===== config.mk =====
export PLATFORM = sky130hd
export DESIGN_NAME = double_ended_queue
export DESIGN_NICKNAME = d
export VERILOG_FILES = /design/src/deq_pkg.sv /design/src/double_ended_queue.sv /design/src/deq_ram.sv /design/src/deq_ctrl.sv
export SDC_FILE = /design/constraint.sdc
export NUM_CORES = 1
export LEC_CHECK = 0
export BUFFER_PORTS_ARGS = -buffer_cell sky130_fd_sc_hd__clkbuf_2
export CORE_MARGIN = 2
export CORE_UTILIZATION = 40
export DETAILED_ROUTE_END_ITERATION = 12
export GPL_TIMING_DRIVEN = 0
export PLACE_DENSITY = 0.6
export SYNTH_ARGS = -nofsm -noshare
export SYNTH_HDL_FRONTEND = slang
export SYNTH_SLANG_ARGS = --single-unit

===== constraint.sdc =====
create_clock -name clk -period 12.5 [get_ports clk]
set_clock_uncertainty 0.2 [all_clocks]
set_input_delay 3.75 -clock clk [delete_from_list [all_inputs] [get_ports clk]]
set_output_delay 3.75 -clock clk [all_outputs]
set_load 0.01 [all_outputs]

===== src/deq_pkg.sv =====
// Shared types, codes and constants for the double-ended queue.
`timescale 1ns / 1ps

package deq_pkg;

  // Default ring depth and fixed field widths
  localparam int DEPTH_DEFAULT = 16;
  localparam int DATA_W        = 32;
  localparam int OCC_W         = 5;

  typedef logic [1:0] kind_t;
  typedef logic [1:0] status_t;

  // Request kinds
  localparam kind_t KIND_PUSH_FRONT = 2'd0;
  localparam kind_t KIND_PUSH_BACK  = 2'd1;
  localparam kind_t KIND_POP_FRONT  = 2'd2;
  localparam kind_t KIND_POP_BACK   = 2'd3;

  // Result status codes
  localparam status_t ST_OK        = 2'd0;
  localparam status_t ST_UNDERFLOW = 2'd1;
  localparam status_t ST_OVERFLOW  = 2'd2;

  // Front and back value shown while the queue is empty
  localparam logic signed [DATA_W-1:0] EMPTY_MARK = -32'sd1;

  typedef struct packed {
    kind_t                     kind;
    logic signed [DATA_W-1:0]  value;
  } req_t;

  typedef struct packed {
    logic signed [DATA_W-1:0]  popped_value;
    status_t                   status;
    logic signed [DATA_W-1:0]  front_value;
    logic signed [DATA_W-1:0]  back_value;
    logic [OCC_W-1:0]          occupancy;
  } rsp_t;

endpackage


===== src/double_ended_queue.sv =====
// Top level of the double-ended queue: control, ring storage and result register.
//
//   channel | valid     | stall     | payload | carries
//   request | req_valid | req_stall | req     | kind, value
//   result  | rsp_valid | rsp_stall | rsp     | popped value, status, ends, occupancy
//
// An item with no ring read (a push, a failed request, a pop that empties the queue)
// goes from S_IDLE straight to S_DONE; a pop that leaves the queue non-empty passes
// through S_READ first, for the ring read of the new front or back. From S_DONE the
// result moves to the output register once it is free, and the control returns to
// S_IDLE to accept the next request; a stalled result holds back at most one further
// item. Synchronous reset empties the queue, idles the control and clears rsp_valid.
`timescale 1ns / 1ps

module double_ended_queue #(
  parameter int DEPTH = deq_pkg::DEPTH_DEFAULT
) (
  input  logic          clk,
  input  logic          rst,
  input  logic          req_valid,
  output logic          req_stall,
  input  deq_pkg::req_t req,
  output logic          rsp_valid,
  input  logic          rsp_stall,
  output deq_pkg::rsp_t rsp
);
  import deq_pkg::*;

  localparam int AW = (DEPTH > 1) ? $clog2(DEPTH) : 1;
  localparam int CW = $clog2(DEPTH + 1);

  logic                     res_valid;
  logic                     res_take;
  rsp_t                     res;
  logic                     wr_en;
  logic [AW-1:0]            wr_addr;
  logic signed [DATA_W-1:0] wr_data;
  logic                     rd_en;
  logic [AW-1:0]            rd_addr;
  logic signed [DATA_W-1:0] rd_data;

  deq_ctrl #(
    .DEPTH (DEPTH),
    .AW    (AW),
    .CW    (CW)
  ) u_ctrl (
    .clk       (clk),
    .rst       (rst),
    .req_valid (req_valid),
    .req_stall (req_stall),
    .req       (req),
    .res_valid (res_valid),
    .res_take  (res_take),
    .res       (res),
    .wr_en     (wr_en),
    .wr_addr   (wr_addr),
    .wr_data   (wr_data),
    .rd_en     (rd_en),
    .rd_addr   (rd_addr),
    .rd_data   (rd_data)
  );

  deq_ram #(
    .DEPTH (DEPTH),
    .AW    (AW)
  ) u_ram (
    .clk     (clk),
    .wr_en   (wr_en),
    .wr_addr (wr_addr),
    .wr_data (wr_data),
    .rd_en   (rd_en),
    .rd_addr (rd_addr),
    .rd_data (rd_data)
  );

  // Move a finished item into the output register when it is free
  assign res_take = res_valid && (!rsp_valid || !rsp_stall);

  always_ff @(posedge clk) begin
    if (rst) begin
      rsp_valid <= 1'b0;
    end else if (res_take) begin
      rsp_valid <= 1'b1;
    end else if (!rsp_stall) begin
      rsp_valid <= 1'b0;
    end
  end

  // Hold the item payload until it is taken
  always_ff @(posedge clk) begin
    if (res_take) begin
      rsp <= res;
    end
  end

endmodule


===== src/deq_ram.sv =====
// Ring storage: one write port, one read port with registered read data.
`timescale 1ns / 1ps

module deq_ram #(
  parameter int DEPTH = 16,
  parameter int AW    = 4
) (
  input  logic                         clk,
  input  logic                         wr_en,
  input  logic [AW-1:0]                wr_addr,
  input  logic signed [deq_pkg::DATA_W-1:0] wr_data,
  input  logic                         rd_en,
  input  logic [AW-1:0]                rd_addr,
  output logic signed [deq_pkg::DATA_W-1:0] rd_data
);
  import deq_pkg::*;

  logic signed [DATA_W-1:0] mem [DEPTH];

  // Write one entry
  always_ff @(posedge clk) begin
    if (wr_en) begin
      mem[wr_addr] <= wr_data;
    end
  end

  // Read one entry, data valid the next cycle
  always_ff @(posedge clk) begin
    if (rd_en) begin
      rd_data <= mem[rd_addr];
    end
  end

endmodule


===== src/deq_ctrl.sv =====
// Queue control: pointers, count, cached end values and the per-item sequencer.
`timescale 1ns / 1ps

module deq_ctrl #(
  parameter int DEPTH = 16,
  parameter int AW    = 4,
  parameter int CW    = 5
) (
  input  logic                              clk,
  input  logic                              rst,
  input  logic                              req_valid,
  output logic                              req_stall,
  input  deq_pkg::req_t                     req,
  output logic                              res_valid,
  input  logic                              res_take,
  output deq_pkg::rsp_t                     res,
  output logic                              wr_en,
  output logic [AW-1:0]                     wr_addr,
  output logic signed [deq_pkg::DATA_W-1:0] wr_data,
  output logic                              rd_en,
  output logic [AW-1:0]                     rd_addr,
  input  logic signed [deq_pkg::DATA_W-1:0] rd_data
);
  import deq_pkg::*;

  localparam int SW = CW + 1;

  typedef enum logic [2:0] {
    S_IDLE = 3'b001,
    S_READ = 3'b010,
    S_DONE = 3'b100
  } state_t;

  state_t                   state;
  logic [AW-1:0]            head;
  logic [CW-1:0]            count;
  logic signed [DATA_W-1:0] front_val;
  logic signed [DATA_W-1:0] back_val;
  logic signed [DATA_W-1:0] popped;
  status_t                  status_q;
  logic                     rd_front;

  logic                     accept;
  logic                     empty;
  logic                     full;
  logic [CW-1:0]            offset;
  logic [SW-1:0]            pos_sum;
  logic [AW-1:0]            pos_addr;
  logic [AW-1:0]            head_dec;
  logic [AW-1:0]            head_inc;
  status_t                  op_status;

  // Decode the request and form ring addresses
  always_comb begin
    accept  = req_valid && (state == S_IDLE);
    empty   = (count == '0);
    full    = (count == CW'(DEPTH));
    // Back end of the ring for a push, new last entry for a pop
    offset  = (req.kind == KIND_PUSH_BACK) ? count : count - CW'(2);
    pos_sum = SW'(head) + SW'(offset);
    if (pos_sum >= SW'(DEPTH)) begin
      pos_sum = pos_sum - SW'(DEPTH);
    end
    pos_addr = pos_sum[AW-1:0];
    head_dec = (head == '0) ? AW'(DEPTH - 1) : head - AW'(1);
    head_inc = (head == AW'(DEPTH - 1)) ? '0 : head + AW'(1);

    wr_en     = 1'b0;
    wr_addr   = pos_addr;
    wr_data   = req.value;
    rd_en     = 1'b0;
    rd_addr   = head_inc;
    op_status = ST_OK;
    unique case (req.kind)
      KIND_PUSH_FRONT: begin
        wr_addr = head_dec;
        if (full) op_status = ST_OVERFLOW;
        else      wr_en     = accept;
      end
      KIND_PUSH_BACK: begin
        if (full) op_status = ST_OVERFLOW;
        else      wr_en     = accept;
      end
      KIND_POP_FRONT: begin
        rd_addr = head_inc;
        if (empty) op_status = ST_UNDERFLOW;
        else       rd_en     = accept && (count > CW'(1));
      end
      KIND_POP_BACK: begin
        rd_addr = pos_addr;
        if (empty) op_status = ST_UNDERFLOW;
        else       rd_en     = accept && (count > CW'(1));
      end
    endcase
  end

  // Sequence one item: update state, refresh an end value, hand off the result
  always_ff @(posedge clk) begin
    if (rst) begin
      state <= S_IDLE;
      head  <= '0;
      count <= '0;
    end else begin
      unique case (state)
        S_IDLE: begin
          if (accept) begin
            status_q <= op_status;
            popped   <= '0;
            rd_front <= (req.kind == KIND_POP_FRONT);
            if (op_status == ST_OK) begin
              unique case (req.kind)
                KIND_PUSH_FRONT: begin
                  head      <= head_dec;
                  count     <= count + CW'(1);
                  front_val <= req.value;
                  if (empty) back_val <= req.value;
                end
                KIND_PUSH_BACK: begin
                  count    <= count + CW'(1);
                  back_val <= req.value;
                  if (empty) front_val <= req.value;
                end
                KIND_POP_FRONT: begin
                  popped <= front_val;
                  head   <= head_inc;
                  count  <= count - CW'(1);
                end
                KIND_POP_BACK: begin
                  popped <= back_val;
                  count  <= count - CW'(1);
                end
              endcase
            end
            state <= rd_en ? S_READ : S_DONE;
          end
        end
        S_READ: begin
          // Load the new end value after a pop
          if (rd_front) front_val <= rd_data;
          else          back_val  <= rd_data;
          state <= S_DONE;
        end
        S_DONE: begin
          if (res_take) state <= S_IDLE;
        end
        default: state <= S_IDLE;
      endcase
    end
  end

  // Present the result from the state left by the item
  always_comb begin
    req_stall          = (state != S_IDLE);
    res_valid          = (state == S_DONE);
    res.popped_value   = popped;
    res.status         = status_q;
    res.front_value    = empty ? EMPTY_MARK : front_val;
    res.back_value     = empty ? EMPTY_MARK : back_val;
    res.occupancy      = OCC_W'(count);
  end

  a_count_bound: assert property (@(posedge clk) disable iff (rst)
    count <= CW'(DEPTH))
    else $error("element count above ring depth");

  a_head_bound: assert property (@(posedge clk) disable iff (rst)
    head <= AW'(DEPTH - 1))
    else $error("head index outside ring");

  a_read_follows: assert property (@(posedge clk) disable iff (rst)
    (state == S_READ) |-> $past(rd_en))
    else $error("read state without a ring read");

  a_no_rw_overlap: assert property (@(posedge clk) disable iff (rst)
    !(wr_en && rd_en))
    else $error("ring read and write in the same cycle");

  a_overflow_hold: assert property (@(posedge clk) disable iff (rst)
    (accept && (op_status == ST_OVERFLOW)) |=> (count == $past(count)) && $stable(head))
    else $error("dropped push changed the queue");

endmodule


# After elaboration in Yosys (flattened, before gate mapping)
# Memory sizes are Yosys's and may differ from the RTL's. A register that Yosys moved wholly into a read port is not among the register bits.
# Cells that the tools add are included.
# word_totals
regBits	215
ram_bits	512
input_bits	38
out_inout_bits	105
wordCells	98
mem_count	1
# memory_table
name	depth	width	rd	rd_ports_with_merged_regs	wr	line	text
u_ram.mem	16	32	1	1	1	deq_ram.sv:18	logic signed [DATA_W-1:0] mem [DEPTH];
# classes
n_addsub	7
magnitude_cmp	2
eq_ne	18
mux	35
n_bitwise	1
reduce_logical	20
# op_table
op	n
$pmux W32 S2	5
$mux W32	7
$mux W4	5
$reduce_and A7 Y1	2
$pmux W5 S2	1
$mux W1	9
$mux W3	3
$pmux W3 S3	1
$ne A2 B1 Y1 const B	4
$pmux W4 S2	1
$sub A4 B1 Y4 const B	2
$add A4 B5 Y6	1
$ge A6 B5 Y1 const B	1
$ne A3 B2 Y1 const B	2
$reduce_and A3 Y1	2
$add A5 B1 Y5 const B	1
$eq A5 B5 Y1 const B	1
$gt A5 B1 Y1 const B	1
$logic_not A5 Y1	1
$mux W5	1
$sub A5 B1 Y5 const B	1
$sub A5 B2 Y5 const B	1
$add A4 B1 Y4 const B	1
$eq A2 B2 Y1 const B	2
other kinds (20)	27

# Longest topological paths before layout
# depth
ltp_word	8
mapped_depth	14
mapped_depth_nobuf	10

# Modules after synthesis
# From an unflattened synthesis, not the netlist that was laid out.
# hier_totals
hier_cells	1488
area_unflattened_um2	29027.8
# by_module_without_submodules
mod	instances	cells_each	area_per_inst_um2	seq_area_each_um2
deq_ram	1	838	20155.6	16335.7
deq_ctrl	1	543	5743.0	3213.1
double_ended_queue	1	107	3129.3	3113.0

# Worst setup path after synthesis
# No wires, ideal clock.
# synth_timing
kind	input port to flip-flop
from	input rsp_stall
to	register rsp[0] in the netlist's numbering (enable)
setup_ns	0.599
arrival_time_ns	8.740
t_required_ns	11.701
slack_ns	2.961
cell_stages	1
n_path_buf	0
cell_sequence	a21oi_1
# synth_between
elab_chain_cells	3
# synth_rtl
item	line	text
start, declared	double_ended_queue.sv:24	input logic rsp_stall,
$logic_not A1 Y1	n/a	
$logic_or A1 B1 Y1	double_ended_queue.sv:77	assign res_take = res_valid && (!rsp_valid || !rsp_stall);
$logic_and A1 B1 Y1	double_ended_queue.sv:77	
end signal, assigned	double_ended_queue.sv:92	rsp <= res;
end, declared	double_ended_queue.sv:25	output deq_pkg::rsp_t rsp
# No other way between the ends.
# A chain may end at the register's enable or synchronous reset.

# Final worst setup path
# layout_timing
from	input req[33] in the netlist's numbering
to	memory u_ram.mem[7][13] (enable)
# layout_between
elab_chain_cells	6
word_cells_on_any_way	12
classes_between	add/sub (2); order compare (1); eq/ne (1); mux (6); reduce/logical (2)
# layout_rtl
item	line	text
start, declared	double_ended_queue.sv:22	input deq_pkg::req_t req,
$eq A2 B1 Y1	deq_ctrl.sv:59, deq_ctrl.sv:74	
$mux W5	deq_ctrl.sv:59	offset = (req.kind == KIND_PUSH_BACK) ? count : count - CW'(2);
$add A4 B5 Y6	deq_ctrl.sv:60	pos_sum = SW'(head) + SW'(offset);
$ge A6 B5 Y1 or $sub A4 B1 Y4 (tied branches)	deq_ctrl.sv:61, deq_ctrl.sv:62	
$mux W4	deq_ctrl.sv:61	if (pos_sum >= SW'(DEPTH)) begin
$mux W4	deq_ctrl.sv:74	unique case (req.kind)
end, declared	deq_ram.sv:18	
# Parallel ways exist; a longest one is shown, timed or not.

==> results.ini <==
[cts]
cts_resized=0
clk_latency_ns=0.61
cts_buffer_depth=3
cts_sinks=759
root_buffer=clkbuf_16
numCtsBuffers=77
cts_hold_buf=0
postCtsSetupBuffers=0
cts_tree=done
clkSlewWorstSetupHoldPaths_ns=0.06
htreeDepth=3

[synthesis]
ys_top_cells_by_area=edfxtp_1, mux2i_1, mux2_2, or2_2, buf_4
netlist_area_mm2=0.03027
ys_ff_latch=759
yosysSeqAreaShare_pct=74.86
yosysWarnings=0
synth_compound_area_share_pct=0.8143
yosysTopAreaCellShare_pct=74.00
yosys.area.top_type=edfxtp_1
synth_cell_types=52
synthArstFlopShare_pct=0
synth_nets=1695
synth_xor_area_share_pct=0.4505
synth-main-ff-cell=edfxtp_1
synthAdderAreaFrac_pct=0.6035
avgSynthCellArea_um2=18.42
synth_mux_area_share_pct=18.48
synth_edf_count=746
syn-instance-count=1643
yosys.area_share.simple_pct=3.079
synth_top_family_by_area=multiplexers

[place]
dp_hpwl_um=44590
place.gp.congestion=0.8121
io_buffers=141
dp_cells=2798

[detailed_routing]
vias_per_cell=5.064
drc=0
first_pass_iters=5
met1_length_um=28230
wl_met2_um=32510
drt_iter0_markers=1085
highest_layer=met4
wl_per_cell_um=22.04
via_count=14870
postRouteAntennaNets=0
totalWireLength_um=64720
wl_met3_um=3054

[layout]
fillers=6128
drive_gt1_share_pct=23.86
multi_input_area_mm2=0.007222
fin_nets=1960
fin_cells=2936
syn_to_final_growth_pct=16.77
seq_area_mm2=0.02266

[grt]
first_global_vias=15490
antenna_found_initial=0
grt_max_degree=35
grt.total_usage_pct=16.64
grt_pass1_wl_um=96380
gr-total-overflow=0

[timing]
post-route-min-period_ns=8.132
hold_viol=0
final-setup-viol-count=0
final_max_slew_viol_count=0
max_freq_mhz=123.0
worst_slew_pin_slew_ns=1.315
rsz0062_at_grt=false
post-route-period-util_pct=65.05
fin_setup_tns_ns=0
hold_ws_ns=0.2187
relSlewSlack_pct=9.806

[power]
p_total_uw=6104
p_leak_uw=0.01293
ir_drop_uv=96.51
power_density_mw_per_mm2=172.7

[worst_setup_path]
start_kind=input pin
timing.critical_path.mode_cell=buf_4
required_ns=12.64
slowest_stage=mux2i_1
crit_buf_inv=5
end_kind=flop
worstSetupPathType=input pin to flop
crit_family=buffers and inverters
critical_path.max_fanout=10
crit_chain=clkbuf_2, buf_2, buf_1, nand2b_1, nor2_1, a21oi_1, ha_1, and3_4, a211oi_4, xnor3_1, mux2i_1, nor3_2, buf_4, buf_4
critical_path.max_stage_delay_ns=1.04
arrival_ns=8.27

[floorplan]
dieArea_mm2=0.07789
fp.dieW_um=279.1
die_h_um=279.1
initial_utilization_pct=40.53
ios=143
coreArea_mm2=0.07470
rows=100

[worst_hold_path]
hold_path_class=flop to flop

[run_status]
status=finished clean

[job]
cap_viol_max_count=0

==> power by group <==
group	internal [uW]	switching, uW
combinational	398	589
clock	1250	918
sequential	2920	25.9
total	4570	1530
==> cell usage in the layout (no fill, tap or decap), drive strengths merged, types with 2 or more instances in the layout <==
master,n
nor3,14
nand3,2
nor3b,2
buf,104
edfxtp,746
or3,2
bufinv,4
nand2,15
and3,4
clkinv,32
clkbuf,256
xor2,6
ha,13
mux2i,518
inv,12
nor2b,3
nand2b,2
a31oi,2
or2,65
a211oi,4
nor2,64
a21oi,14
and2,2
o21ai,9
xnor2,7
mux2,36
dfxtp,13
==> Yosys cell counts (13+ instances only) <==
cell / count
edfxtp_1: 746
mux2i_1: 518
nor2_1: 62
or2_2: 62
buf_4: 38
mux2_2: 35
clkbuf_1: 17
buf_2: 15
nand2_1: 15
nor3_1: 14
a21oi_1: 13
dfxtp_1: 13
ha_1: 13
==> area by class of cell <==
cell class / instances / area share (%)
Multi-Input combinational cell: 798 / 20.43
Timing Repair Buffer: 186 / 3.837
Inverter: 9 / 0.09557
Tap cell: 969 / 3.430
Clock inverter: 40 / 0.8743
Sequential cell: 759 / 64.11
Buffer: 77 / 1.370
Clock buffer: 97 / 5.844
Antenna cell: 1 / 0.007079
==> layer usage <==
metal	vias to the layer above	track usage, %
li1	6900	-
met1	7552	21.83
met2	353	29.02
met3	63	2.326
met4	0	4.370
met5	-	0
==> flip-flops by register name (all words and copies together) (netlist names), 4 cells and up <==
| signal | flops |
|---|---|
| rsp | 103 |
| u_ctrl.back_val | 32 |
| u_ctrl.count | 5 |
| u_ctrl.front_val | 32 |
| u_ctrl.head | 4 |
| u_ctrl.popped | 32 |
| u_ram.mem | 512 |
| u_ram.rd_data | 32 |
==> final timing paths <==
path	start	to	slack [ns]	depth (start not counted)
min	u_ctrl.popped[7]$_SDFFCE_PP0P_	rsp[78]$_DFFE_PP_	0.22	0
min reg2reg	u_ctrl.popped[7]$_SDFFCE_PP0P_	rsp[78]$_DFFE_PP_	0.22	0
max reg2reg	u_ctrl.count[1]$_SDFFE_PP0P_	u_ram.mem[7][13]$_DFFE_PP_	7.85	11
max	req[33]	u_ram.mem[7][13]$_DFFE_PP_	4.37	14
==> worst reg2reg max path, cell delays in order, from the launching register on <==
cell and delay (ns):
dfxtp_1 0.38, inv_1 0.18, ha_1 0.34, a21oi_1 0.20, ha_1 0.29, and3_4 0.20
a211oi_4 0.22, xnor3_1 0.41, mux2i_1 1.04, nor3_2 0.38, buf_4 0.33, buf_4 0.21
==> kinds of logic (layout without fill, tap and decap cells) <==
logic type	after synthesis	in the layout
buffers and inverters	86	409
multiplexers	554	554
flip-flops	759	759
adder cells (fa/ha/maj)	14	14
AO/OA/AOI/OAI	37	37
other	0	1
AND/OR/NAND/NOR	179	179
XOR/XNOR	14	14
==> metrics by stage <==
step | area (um2) | setup slack (ns) | util [%]
3_5_place_dp | 32970 | 3.817 | 44.14
3_3_place_gp | 32190 | 0.4888 | 43.09
6_report | 35350 | 4.368 | 47.32
5_1_grt | 35350 | 4.149 | 47.32
2_1_floorplan | 30270 | 2.961 | -
4_1_cts | 35350 | 4.427 | 47.32
(Power assumes the default switching activity.)
